## src/sv/rpwc_pkg.sv

```systemverilog
// ----------------------------------------------------------------------------
// rpwc_pkg
// Shared widths and constants of the rc pulse width capture block.
// ----------------------------------------------------------------------------
package rpwc_pkg;

  // fixed field widths
  localparam int unsigned TimerWidth  = 16;
  localparam int unsigned PinWidth    = 8;
  localparam int unsigned ChanWidth   = 3;
  localparam int unsigned CountWidth  = 4;

  typedef logic [TimerWidth-1:0] timer_t;
  typedef logic [PinWidth-1:0]   pins_t;
  typedef logic [ChanWidth-1:0]  chan_t;
  typedef logic [CountWidth-1:0] count_t;

  // reset values
  localparam count_t ChanCountReset = 4'd6;
  localparam pins_t  MaskReset      = 8'h01;

endpackage

```

## src/sv/rc_pulse_width_capture.sv

```systemverilog
// ----------------------------------------------------------------------------
// rc_pulse_width_capture
// Round-robin pulse width capture over the receiver channels.
// Path: an accepted item sits in the input register, and the result register
// loads its result once the result side is free to advance.
// Throughput: one item per cycle unless the result side stalls; the input
// register takes an item while a finished result waits in the output register.
// Reset: asynchronous, active low; clears all channel state, widths and
// start times, sets channel count to six and monitors channel zero.
// ----------------------------------------------------------------------------
module rc_pulse_width_capture
  import rpwc_pkg::*;
#(
  parameter int unsigned MAX_CHANNELS = 8
) (
  input  logic        clk_i,
  input  logic        rst_ni,
  // configuration
  input  logic        cfg_we_i,
  input  count_t      cfg_wdata_i,
  // input channel
  input  logic        in_valid_i,
  output logic        in_stall_o,
  input  pins_t       pin_levels_i,
  input  timer_t      timer_count_i,
  input  chan_t       read_channel_i,
  // result channel
  output logic        out_valid_o,
  input  logic        out_stall_i,
  output logic        width_done_o,
  output chan_t       done_channel_o,
  output timer_t      done_width_o,
  output pins_t       monitored_mask_o,
  output timer_t      read_width_o
);

  localparam int unsigned IdxWidth = (MAX_CHANNELS > 1) ? $clog2(MAX_CHANNELS) : 1;
  localparam count_t      MaxChan  = count_t'(MAX_CHANNELS);

  // configuration register
  count_t chan_count_q;

  always_ff @(posedge clk_i or negedge rst_ni) begin
    if (!rst_ni) begin
      chan_count_q <= ChanCountReset;
    end else if (cfg_we_i) begin
      chan_count_q <= cfg_wdata_i;
    end
  end

  // handshake control
  logic   s1_valid_q;
  logic   out_valid_q;
  logic   adv_out;
  logic   fire;

  assign adv_out    = !out_valid_q || !out_stall_i;
  assign in_stall_o = s1_valid_q && !adv_out;
  assign fire       = s1_valid_q && adv_out;

  // input register
  pins_t  levels_q;
  timer_t timer_q;
  chan_t  rd_chan_q;

  always_ff @(posedge clk_i or negedge rst_ni) begin
    if (!rst_ni) begin
      s1_valid_q <= 1'b0;
    end else if (!in_stall_o) begin
      s1_valid_q <= in_valid_i;
    end
  end

  always_ff @(posedge clk_i) begin
    if (in_valid_i && !in_stall_o) begin
      levels_q  <= pin_levels_i;
      timer_q   <= timer_count_i;
      rd_chan_q <= read_channel_i;
    end
  end

  // channel state
  pins_t  prev_q;
  pins_t  mask_q;
  logic   armed_q;
  chan_t  cur_q;
  timer_t start_q [MAX_CHANNELS];
  timer_t width_q [MAX_CHANNELS];

  // edge detection on the monitored channel
  pins_t  seen;
  logic   rising;
  logic   falling;
  logic   done;
  timer_t done_w;
  count_t limit;
  count_t next_cnt;
  chan_t  cur_d;
  pins_t  mask_d;
  timer_t rd_w;
  logic [IdxWidth-1:0] cur_idx;
  logic [IdxWidth-1:0] rd_idx;

  assign cur_idx = cur_q[IdxWidth-1:0];
  assign rd_idx  = rd_chan_q[IdxWidth-1:0];
  assign seen    = levels_q & mask_q;
  assign rising  = |(seen & ~prev_q);
  assign falling = |(prev_q & ~seen & mask_q);
  assign done    = !rising && falling && armed_q;
  assign done_w  = timer_q - start_q[cur_idx];

  // next channel, wrapping at the smaller of the count and the channel limit
  always_comb begin
    limit    = (chan_count_q < MaxChan) ? chan_count_q : MaxChan;
    next_cnt = {1'b0, cur_q} + count_t'(1);
    if (next_cnt >= limit) begin
      cur_d = '0;
    end else begin
      cur_d = next_cnt[ChanWidth-1:0];
    end
    mask_d = pins_t'(1) << cur_d;
  end

  // width readback, seeing this item's own update
  always_comb begin
    if ({1'b0, rd_chan_q} >= MaxChan) begin
      rd_w = '0;
    end else if (done && (rd_chan_q == cur_q)) begin
      rd_w = done_w;
    end else begin
      rd_w = width_q[rd_idx];
    end
  end

  // state update
  always_ff @(posedge clk_i or negedge rst_ni) begin
    if (!rst_ni) begin
      prev_q  <= '0;
      mask_q  <= MaskReset;
      armed_q <= 1'b0;
      cur_q   <= '0;
      for (int i = 0; i < MAX_CHANNELS; i++) begin
        start_q[i] <= '0;
        width_q[i] <= '0;
      end
    end else if (fire) begin
      prev_q <= seen;
      if (rising) begin
        start_q[cur_idx] <= timer_q;
        armed_q          <= 1'b1;
      end else if (done) begin
        width_q[cur_idx] <= done_w;
        armed_q          <= 1'b0;
        cur_q            <= cur_d;
        mask_q           <= mask_d;
      end
    end
  end

  // result register
  always_ff @(posedge clk_i or negedge rst_ni) begin
    if (!rst_ni) begin
      out_valid_q <= 1'b0;
    end else if (adv_out) begin
      out_valid_q <= s1_valid_q;
    end
  end

  always_ff @(posedge clk_i) begin
    if (fire) begin
      width_done_o     <= done;
      done_channel_o   <= done ? cur_q : '0;
      done_width_o     <= done ? done_w : '0;
      monitored_mask_o <= done ? mask_d : mask_q;
      read_width_o     <= rd_w;
    end
  end

  assign out_valid_o = out_valid_q;

  // checks
  a_mask_onehot: assert property (@(posedge clk_i) disable iff (!rst_ni)
    $onehot(mask_q))
    else $error("monitored mask is not one-hot");

  a_mask_matches_chan: assert property (@(posedge clk_i) disable iff (!rst_ni)
    mask_q == (pins_t'(1) << cur_q))
    else $error("monitored mask does not match current channel");

  a_chan_in_range: assert property (@(posedge clk_i) disable iff (!rst_ni)
    {1'b0, cur_q} < MaxChan)
    else $error("current channel beyond channel limit");

  a_idle_result_zero: assert property (@(posedge clk_i) disable iff (!rst_ni)
    out_valid_q && !width_done_o |-> done_channel_o == '0 && done_width_o == '0)
    else $error("result without completion carries a width");

  a_done_advances: assert property (@(posedge clk_i) disable iff (!rst_ni)
    fire && done |=> !armed_q)
    else $error("capture still armed after a completed width");

endmodule

```

## config.mk

```make
export PLATFORM = sky130hd
export DESIGN_NAME = rc_pulse_width_capture
export DESIGN_NICKNAME = d
export VERILOG_FILES = /design/src/sv/rpwc_pkg.sv /design/src/sv/rc_pulse_width_capture.sv
export SDC_FILE = /design/constraint.sdc
export NUM_CORES = 1
export LEC_CHECK = 0
export BUFFER_PORTS_ARGS = -buffer_cell sky130_fd_sc_hd__buf_2
export CAP_MARGIN = 20
export CORE_MARGIN = 1.5
export CORE_UTILIZATION = 55
export CTS_CLUSTER_DIAMETER = 120
export DETAILED_ROUTE_END_ITERATION = 7
export PLACE_DENSITY = 0.75
export SLEW_MARGIN = 10
export SYNTH_ARGS = -nofsm -noshare
export SYNTH_HDL_FRONTEND = slang
export SYNTH_SLANG_ARGS = --single-unit
export TNS_END_PERCENT = 1
```

## constraint.sdc

```tcl
create_clock -name clk_i -period 4.2 [get_ports clk_i]
set_clock_uncertainty 0.2 [all_clocks]
set_input_delay 0.63 -clock clk_i [delete_from_list [all_inputs] [get_ports clk_i]]
set_output_delay 0.63 -clock clk_i [all_outputs]
set_load 0.03 [all_outputs]
```

==> results.txt <==
Pre-CTS worst setup slack: -33.6 ps
Final critical-path required period: 4070 ps
Synth top area share: 44.2%
DRC: 0
Syn Nets: 1,180
Starting DRT DRC Count: 622
Final period util: 96.9%
Clock power frac: 43.6%
Multi-input gate area: 6280 µm²
Vias per inst: 5.95
First-pass GRT wire length: 55.2 mm
Clock Latency Late Sink: 520 ps
Hpwl dp: 21.6 mm
Seq cells post-synth: 353
Number of placed I/O pins: 82
Layout fillers: 2,111
Clock Path Buffers: 3
Vias in the first global route: 10.1k
Hold depth: 1
Detail Route Antenna Nets: 0
Post-Synth XOR/XNOR Area: 1.05%
Worst-margin pin slew: 1110 ps
FMAX: 246 MHz
Via count: 9,733
Max_cap viols: 0
Post-synthesis adder-cell area fraction: 1.79%
Final-report max-slew violation count: 0
Synth top cells by count: dfrtp_1, mux2_2, nand2_1, edfxtp_1, a22oi_1
Post-synth EDFFs: 71
Synth Cell Area: 15,800 µm²
ANT cells: 0
Clock Tree Root: clkbuf_16
Cell taking the most area after synthesis: dfrtp_1
RSZ-0062 raised after global routing: yes
Share of layout cells above drive strength 1: 37.6%
Router iterations before antenna repair: 5
Post-synthesis simple-gate area fraction: 5.73%
Syn Area/Cell: 14.1 µm²
CTS tree: built
Congestion Overflow GR: 0
Rows: 61
Synth Instances: 1,122
Die Footprint: 29,800 µm²
H-Tree Depth: 2
Worst-path fanout max: 10
Top-count cell post-synth: dfrtp_1
Top_reg_cell synth: dfrtp_1
Post-synthesis mux area share: 23.8%
R2R cell count: 14
Largest net degree at the start of global routing: 147
Largest family of logic cells by synthesized area: multiplexers
DIE WIDTH: 172 µm
Crit path required time: 4270 ps
Worst path arrival time: 4140 ps
Starting Density: 56.4%
CP Launch Type: flop
PwrDens: 393 nW/µm²
Ys async rst share: 79.9%
Layout area overhead: 13.8%
Final setup viols: 0
Sinks on Clock Net: 353
Critical path class: reg2reg
Post-synth cell types: 58
Seq pwr share: 50.8%
Wire per inst: 20.6 µm
Die Y: 172 µm
GPL Wtd Cong: 0.825
Sequential area share after synthesis: 58.2%
Combinational Power Share: 5.6%
Status: finished clean
Drt total wl: 33.7 mm
Slew headroom: 26.2%
Hold Slack: 85.4 ps
Core outline area: 28,000 µm²
IO Port Bufs: 81
Initial antenna violation count: 0
Pint: 5.47 mW
Worst Setup Slack, final: 130 ps
Register Area: 9200 µm²
CTS buffer count: 38
# nets final: 1,287
Synth Warn #: 0
Critical path endpoint category: flop
Clock-pin slew on the worst setup and hold paths: 60 ps
VDD IR-drop max: 409 µV
Compound-gate portion of the synthesized area: 7.06%
Sw Share: 22.6%
Final hold vios: 0
Switch Pwr: 1.60 mW
Worst hold path type: in2reg
Synth top area cells: dfrtp_1, mux2_2, edfxtp_1, mux4_2, a22oi_1
Gr usage total: 24.2%
Leak pwr: 8.30 nW
[final cells by class]
class                   count  area share, %
clock buffers              60           6.16
clock inverters            10          0.250
inverters                  21          0.438
multi-input cells         689           34.9
flip-flops and latches    353           51.1
well taps                 378           2.63
repair buffers            126           4.48
[metal layers]
layer,global-route usage [%],vias to the layer above,share of wire [%]
li1,-,4370,-
met1,33.6,5007,45
met2,40.5,296,49
met3,2.95,60,4.8
met4,6.65,0,2.2
met5,0,-,0
[critical path: stages, from the launching register on]
cell	delay, ps
dfrtp_1	370
clkinv_1	220
nor3_2	500
a22oi_1	180
nand4_1	130
ha_1	150
inv_1	50
fa_1	400
a21o_1	190
a31o_2	280
a211oi_1	370
o21bai_1	110
a21oi_1	180
xnor2_1	240
o21a_1	250
[cell families (layout without fill, tap and decap cells)]
family                     Yosys count  count (layout)
xor gates and xnor gates            19              19
adders and majority gates           22              22
muxes                              302             302
buffers and inverters               80             217
and+or+nand+nor                    178             178
AOI/OAI and AO/OA                  168             168
DFF                                353             353
[placed cells by master (no fill, tap or decap), drive strengths merged, types with 6 or more instances in the layout]
| cell type | count |
|---|---|
| a21oi | 28 |
| a22oi | 58 |
| and2 | 17 |
| and4 | 13 |
| buf | 125 |
| clkbuf | 60 |
| clkinv | 10 |
| dfrtp | 279 |
| edfxtp | 71 |
| ha | 21 |
| inv | 20 |
| mux2 | 244 |
| mux2i | 24 |
| mux4 | 34 |
| nand2 | 81 |
| nand2b | 6 |
| nor2 | 26 |
| nor2b | 7 |
| nor3 | 10 |
| o21ai | 42 |
| o22ai | 6 |
| xnor2 | 12 |
| xor2 | 7 |
[power groups by stage]
stage	sequential, mW	combinational [mW]	clock [mW]
after global routing	3.60	0.441	3.28
after CTS	3.59	0.399	3.16
after detailed placement	3.66	0.396	0
after global placement	3.66	0.393	0
final	3.59	0.399	3.08
after floorplan	3.70	0.172	0
[path summary, 6_finish.rpt]
| path | slack (ps) | end | start |
|---|---|---|---|
| worst max-delay path | 130 | read_width_o[12] | cur_idx[1] |
| worst min-delay path | 90 | levels_q[6] | pin_levels_i[6] |
| worst max register to register | 130 | read_width_o[12] | cur_idx[1] |
| worst min register to register | 290 | mask_q[0] | mask_q[0] |
| max in group asynchronous | 2240 | start_q[24] | rst_ni |
| min in group asynchronous | 420 | start_q[127] | rst_ni |
[timing repair]
item	4_1_cts	5_1_grt
pin swaps	0	0
gates resized for setup	2	6
hold endpoints to repair	47	0
hold buffers	1	0
setup buffers	0	0
endpoints found under the setup margin	1	50
[state kept, by name, summed over array words and instances (netlist names)]
| register | count |
|---|---|
| mask_q | 8 |
| width_q | 128 |
| prev_q | 8 |
| armed_q | 1 |
| chan_count_q | 4 |
| done_width_o | 16 |
| levels_q | 8 |
| s1_valid_q | 1 |
| monitored_mask_o | 8 |
| cur_idx | 3 |
| start_q | 128 |
| rd_chan_q | 3 |
| out_valid_o | 1 |
| read_width_o | 16 |
| timer_q | 16 |
| done_channel_o | 3 |
| width_done_o | 1 |
[metrics by stage]
stage	util (%)	total power, mW	area [µm²]	std cells	TNS (ps)
5_1_grt	64.2	7.32	18000	1637	-1450
2_1_floorplan	-	3.87	15800	1122	0
3_3_place_gp	59.9	4.05	16800	1566	0
6_report	64.2	7.07	18000	1637	0
3_5_place_dp	59.9	4.05	16800	1566	-33.6
4_1_cts	64.1	7.15	17900	1637	0
No activity file was read; power rests on OpenSTA's default activity.
